<file path="src/design/lpht_pkg.sv">
// ----------------------------------------------------------------------------
// lpht_pkg
// shared types, widths and codes for the linear probe hash table
// ----------------------------------------------------------------------------
package lpht_pkg;

  // table depth, must be a power of two (home slot and probe wrap are masks)
  localparam int unsigned SLOTS   = 4096;
  localparam int unsigned SLOT_W  = $clog2(SLOTS);
  localparam int unsigned COUNT_W = $clog2(SLOTS + 1);

  localparam int unsigned KEY_W = 64;
  localparam int unsigned VAL_W = 64;

  // configuration register
  localparam int unsigned LIMIT_W     = 13;
  localparam logic [LIMIT_W-1:0] LIMIT_RESET = 13'd2867;

  // result field widths
  localparam int unsigned SLOT_OUT_W  = 12;
  localparam int unsigned COUNT_OUT_W = 13;
  localparam int unsigned STATUS_W    = 2;
  localparam int unsigned REQ_W       = 2;

  // stream widths
  localparam int unsigned IN_DATA_W  = KEY_W + VAL_W;
  localparam int unsigned OUT_BITS   = VAL_W + SLOT_OUT_W + COUNT_OUT_W;
  localparam int unsigned OUT_DATA_W = ((OUT_BITS + 7) / 8) * 8;

  // mix hash shift amounts
  localparam int unsigned HASH_STEPS = 7;
  localparam int unsigned HASH_SH_A  = 21;
  localparam int unsigned HASH_SH_B  = 24;
  localparam int unsigned HASH_SH_C  = 3;
  localparam int unsigned HASH_SH_D  = 8;
  localparam int unsigned HASH_SH_E  = 14;
  localparam int unsigned HASH_SH_F  = 2;
  localparam int unsigned HASH_SH_G  = 4;
  localparam int unsigned HASH_SH_H  = 28;
  localparam int unsigned HASH_SH_I  = 31;

  typedef enum logic [REQ_W-1:0] {
    REQ_LOOKUP = 2'd0,
    REQ_INSERT = 2'd1,
    REQ_REMOVE = 2'd2,
    REQ_LOCATE = 2'd3
  } req_t;

  typedef enum logic [STATUS_W-1:0] {
    RES_OK      = 2'd0,
    RES_MISSING = 2'd1,
    RES_FULL    = 2'd2
  } res_t;

  typedef enum logic [1:0] {
    SLOT_EMPTY   = 2'd0,
    SLOT_USED    = 2'd1,
    SLOT_REMOVED = 2'd2
  } slot_st_t;

  // write request into the slot stores, one enable per store
  typedef struct packed {
    logic              st_en;
    logic              key_en;
    logic              val_en;
    logic [SLOT_W-1:0] addr;
    slot_st_t          st;
    logic [KEY_W-1:0]  key;
    logic [VAL_W-1:0]  val;
  } wr_req_t;

  // registered read data of one slot
  typedef struct packed {
    slot_st_t         st;
    logic [KEY_W-1:0] key;
    logic [VAL_W-1:0] val;
  } rd_data_t;

endpackage

</file>
<file path="src/design/lpht_hash.sv">
// ----------------------------------------------------------------------------
// lpht_hash
// iterative 64-bit integer mix hash, one shift/add or shift/xor step a cycle
// ----------------------------------------------------------------------------
module lpht_hash (
  input  logic                       clk,
  input  logic                       rst,
  input  logic                       start,
  input  logic [lpht_pkg::KEY_W-1:0] din,
  output logic                       done,
  output logic [lpht_pkg::KEY_W-1:0] dout
);

  localparam int unsigned STEP_W = $clog2(lpht_pkg::HASH_STEPS);

  logic [lpht_pkg::KEY_W-1:0] n;
  logic [lpht_pkg::KEY_W-1:0] n_step;
  logic [STEP_W-1:0]          step;
  logic                       busy;

  // shared step unit: two- or three-input add, or xor with arithmetic right shift
  always_comb begin
    case (step)
      STEP_W'(0): n_step = (~n) + (n << lpht_pkg::HASH_SH_A);
      STEP_W'(1): n_step = n ^ unsigned'($signed(n) >>> lpht_pkg::HASH_SH_B);
      STEP_W'(2): n_step = n + (n << lpht_pkg::HASH_SH_C) + (n << lpht_pkg::HASH_SH_D);
      STEP_W'(3): n_step = n ^ unsigned'($signed(n) >>> lpht_pkg::HASH_SH_E);
      STEP_W'(4): n_step = n + (n << lpht_pkg::HASH_SH_F) + (n << lpht_pkg::HASH_SH_G);
      STEP_W'(5): n_step = n ^ unsigned'($signed(n) >>> lpht_pkg::HASH_SH_H);
      STEP_W'(6): n_step = n + (n << lpht_pkg::HASH_SH_I);
      default:    n_step = n;
    endcase
  end

  always_ff @(posedge clk) begin
    if (rst) begin
      busy <= 1'b0;
      done <= 1'b0;
      step <= '0;
    end else begin
      done <= 1'b0;
      if (start) begin
        busy <= 1'b1;
        step <= '0;
      end else if (busy) begin
        if (step == STEP_W'(lpht_pkg::HASH_STEPS - 1)) begin
          busy <= 1'b0;
          done <= 1'b1;
        end else begin
          step <= step + 1'b1;
        end
      end
    end
  end

  always_ff @(posedge clk) begin
    if (start) begin
      n <= din;
    end else if (busy) begin
      n <= n_step;
    end
  end

  assign dout = n;

endmodule

</file>
<file path="config.mk">
export PLATFORM = sky130hd
export DESIGN_NAME = lpht_hash
export DESIGN_NICKNAME = d
export VERILOG_FILES = /design/src/design/lpht_pkg.sv /design/src/design/lpht_hash.sv
export SDC_FILE = /design/constraint.sdc
export NUM_CORES = 1
export LEC_CHECK = 0
export ABC_AREA = 1
export BUFFER_PORTS_ARGS = -buffer_cell sky130_fd_sc_hd__buf_2
export CORE_ASPECT_RATIO = 0.75
export CORE_MARGIN = 4
export CORE_UTILIZATION = 34
export DETAILED_ROUTE_END_ITERATION = 12
export PLACE_DENSITY_LB_ADDON = 0.1
export RECOVER_POWER = 100
export REMOVE_ABC_BUFFERS = 1
export SLEW_MARGIN = 25
export SYNTH_ARGS = -nofsm -noshare
export SYNTH_HDL_FRONTEND = slang
export SYNTH_SLANG_ARGS = --single-unit
</file>
<file path="constraint.sdc">
create_clock -name clk -period 4.2 [get_ports clk]
set_input_delay 1.05 -clock clk [delete_from_list [all_inputs] [get_ports clk]]
set_output_delay 1.05 -clock clk [all_outputs]
set_load 0.01 [all_outputs]
</file>
==> impl_results.md <==
- Cells after Synth: 4405
- Peak supply drop: 0.000304 V
- Number of buffers created by CTS: 9
- Post-Route Skew: 0.0121 ns
- Period utilization: 0.991
- Relative slew slack: -0.200
- WHS Path Cells: 2
- # rows: 84
- Maxcap violations: 1
- Ys Warns: 0
- Placed cell count: 5622
- Syn Area/Cell: 5.48 um2
- Post-route cell area: 27600 um2
- I/O pins: 132
- Skew-Pair Late Insertion Delay: 0.40 ns
- Hold Path End: done$_SDFF_PP0_
- Hold Violations, Final: 0
- Hold wc startpoint: busy$_SDFF_PP0_
- HPWL after DPL: 122000 um
- Max clock buf depth: 2
- Most common cell after layout, fill and taps aside: nand2_1
- Fmax achieved: 0.240 GHz
- Via Count: 30600
- Crit path capture type: register
- RSZ-0062 raised after global routing: false
- Slew Limit Fails: 23
- IO Port Bufs: 131
- Post-synthesis sequential area ratio: 0.0838
- Antenna Nets Post-Route: 0
- CTS H-Tree Depth: 3
- R2R setup slack: 0.04 ns
- Initial DRC count: 4091
- Worst Tran Pin Value: 1.80 ns
- Crit start category: register
- Clock Tree Root: clkbuf_16
- Share of cells above drive strength 1: 0.0729
- WL/cell: 25.1 um
- Count of final setup violators: 0
- Die width: 316 um
- DRT Pass-1 Iters: 6
- Failing checks: capacitance limit, slew limit
- DRC viols: 0
- Number of synthesized flops with an enable pin: 64
- Die Height: 239 um
- Asr flop ratio synth: 0
- Yosys cell types: 45
- Power per cell area: 902 nW/um2
- Maximum number of pins on one net before global-route repair: 54
- Initial antenna violation count: 9
- Clock tree from TritonCTS: built
- Sum Neg Setup Slack: 0 ns
- Die Footprint: 75400 um2
- Total core area: 70200 um2
- Routed WL: 142000 um
- Synth Flop Type: edfxtp_1
- Placer congestion estimate: 1.04
- GRT Resource Usage Total: 0.367
- Final Net Count: 5089
- Most frequent cells in the layout: nand2_1, inv_1, nor2_1
- Via density: 5.41
- Area post-placement: 27400 um2
- Vias in the first global route: 28500
- Critical Path RT: 4.31 ns
- Final Non-Filler Cells: 5655
- Cts hold-fix bufs: 0
- Reg2reg start: dout[25]$_DFFE_PP_
- Worst hold margin: 0.503 ns
- R2R depth: 14
- Seq cells post-synth: 69
- CP arrival: 4.27 ns
- Critical path class: reg -> reg
- R2r endpoint: dout[34]$_DFFE_PP_
- Reg clk slew, reported paths: 0.08 ns
- Congestion Overflow GR: 0
- Sink Count: 69
- First-pass GRT wire length: 199000 um
- LEAKAGE: 15.2 nW
- Worst Path Max Fanout: 6
- Area growth syn-to-layout: 14.5%
- Mapped cell area: 24100 um2
- Status: complete, but fails checks
- Initial Utilization: 0.344
- Final Critical Period: 4.16 ns
- Hold WC Path Type: reg -> reg
[worst max-delay path: stages (launching register included)]
cell and delay [ns]:
edfxtp_1 0.86, fa_1 0.52, ha_1 0.38, nand2_1 0.15, nor2_1 0.08, inv_1 0.08
nor2_1 0.06, buf_4 0.14, a21oi_1 0.25, nand2_1 0.19, or2_2 0.31, nand2_1 0.14
nand2_1 0.17, nor2_1 0.30, a21oi_2 0.21
[synthesized netlist by cell type (3+ instances only)]
| library cell | count | area (um2) |
|---|---|---|
| nand2_1 | 1588 | 5960 |
| nand4_1 | 42 | 263 |
| or2_0 | 3 | 18.8 |
| o21ai_0 | 201 | 1010 |
| a21oi_1 | 281 | 1410 |
| a31oi_1 | 14 | 87.6 |
| o21bai_1 | 37 | 278 |
| buf_1 | 6 | 22.5 |
| nor3_1 | 54 | 270 |
| or2_2 | 23 | 144 |
| nand3_1 | 295 | 1480 |
| a41oi_1 | 4 | 35.0 |
| buf_2 | 11 | 55.1 |
| o211ai_1 | 16 | 120 |
| ha_1 | 205 | 2560 |
| nor2_1 | 418 | 1570 |
| fa_1 | 118 | 2360 |
| dfxtp_1 | 5 | 100 |
| o221ai_1 | 36 | 315 |
| a21o_1 | 9 | 67.6 |
| o21ai_1 | 11 | 55.1 |
| xor2_1 | 21 | 184 |
| and2_1 | 4 | 25.0 |
| nor4_1 | 7 | 43.8 |
| inv_2 | 4 | 15.0 |
| xnor2_1 | 13 | 114 |
| clkbuf_1 | 41 | 154 |
| and3_1 | 3 | 18.8 |
| o22ai_1 | 12 | 75.1 |
| inv_1 | 814 | 3060 |
| nand3b_1 | 28 | 210 |
| edfxtp_1 | 64 | 1920 |
[area by class of cell]
class / instances / area [um2]
multi-input cells: 3455 / 18800
well taps: 946 / 1180
repair buffers: 345 / 2230
diodes: 6 / 15.0
clock inverters: 6 / 111
fillers: 8167 / 42600
inverters: 819 / 3080
clock buffers: 9 / 225
flip-flops and latches: 69 / 2020
[routing by layer]
layer / share of wire / global-route usage / vias to the layer above
li1: - / - / 14500
met5: 0.00028 / 0 / -
met2: 0.40 / 0.533 / 1611
met3: 0.11 / 0.0932 / 259
met1: 0.44 / 0.520 / 14100
met4: 0.045 / 0.144 / 6
[sequential cells by signal (all words and copies together) (netlist names)]
signal,count
busy,1
done,1
dout,64
step,3
[cells by family (layout without fill, tap and decap cells)]
logic type,count (synthesis),count (layout),share of synthesized area
simple gates,2472,2472,0.417
buf+inv,881,1179,0.139
compound gates,626,626,0.144
fa+ha+maj,323,323,0.204
flops,69,69,0.0838
xor+xnor,34,34,0.0123
other cells,0,6,0
[timing repair]
action / in CTS / in global routing
endpoints found under the setup margin: 1 / 3
buffers inserted: 3 / 9
gates resized for setup: 1 / 2
[how the worst max path moves through the flow]
| stage | from | end | slack [ns] | depth (start not counted) |
|---|---|---|---|---|
| floorplan | step[0]$_SDFFE_PP0P_ | dout[27]$_DFFE_PP_ | 0.56 | 11 |
| global placement | dout[3]$_DFFE_PP_ | dout[34]$_DFFE_PP_ | -0.14 | 18 |
| detailed placement | dout[3]$_DFFE_PP_ | dout[34]$_DFFE_PP_ | -0.15 | 18 |
| CTS | dout[1]$_DFFE_PP_ | dout[34]$_DFFE_PP_ | 0.1 | 18 |
| global route | dout[52]$_DFFE_PP_ | dout[55]$_DFFE_PP_ | 0.02 | 14 |
| finish | dout[25]$_DFFE_PP_ | dout[34]$_DFFE_PP_ | 0.04 | 14 |
[power breakdown]
group	leakage [nW]	total, mW	switching [mW]	internal [mW]
logic	14.3	22.5	15.5	6.93
registers	0.681	1.46	0.490	0.971
clock network	0.164	1.01	0.432	0.580
total	15.2	24.9	16.4	8.48
[through the flow]
step / worst slack, ns / utilization / total power [mW]
3_3_place_gp: -0.140 / 0.390 / 23.2
6_report: 0.0359 / 0.394 / 24.9
5_1_grt: 0.0222 / 0.394 / 27.0
2_1_floorplan: 0.563 / - / 15.0
3_5_place_dp: -0.149 / 0.390 / 23.2
4_1_cts: 0.0997 / 0.395 / 24.3
Power figures use the tool's default switching activity.
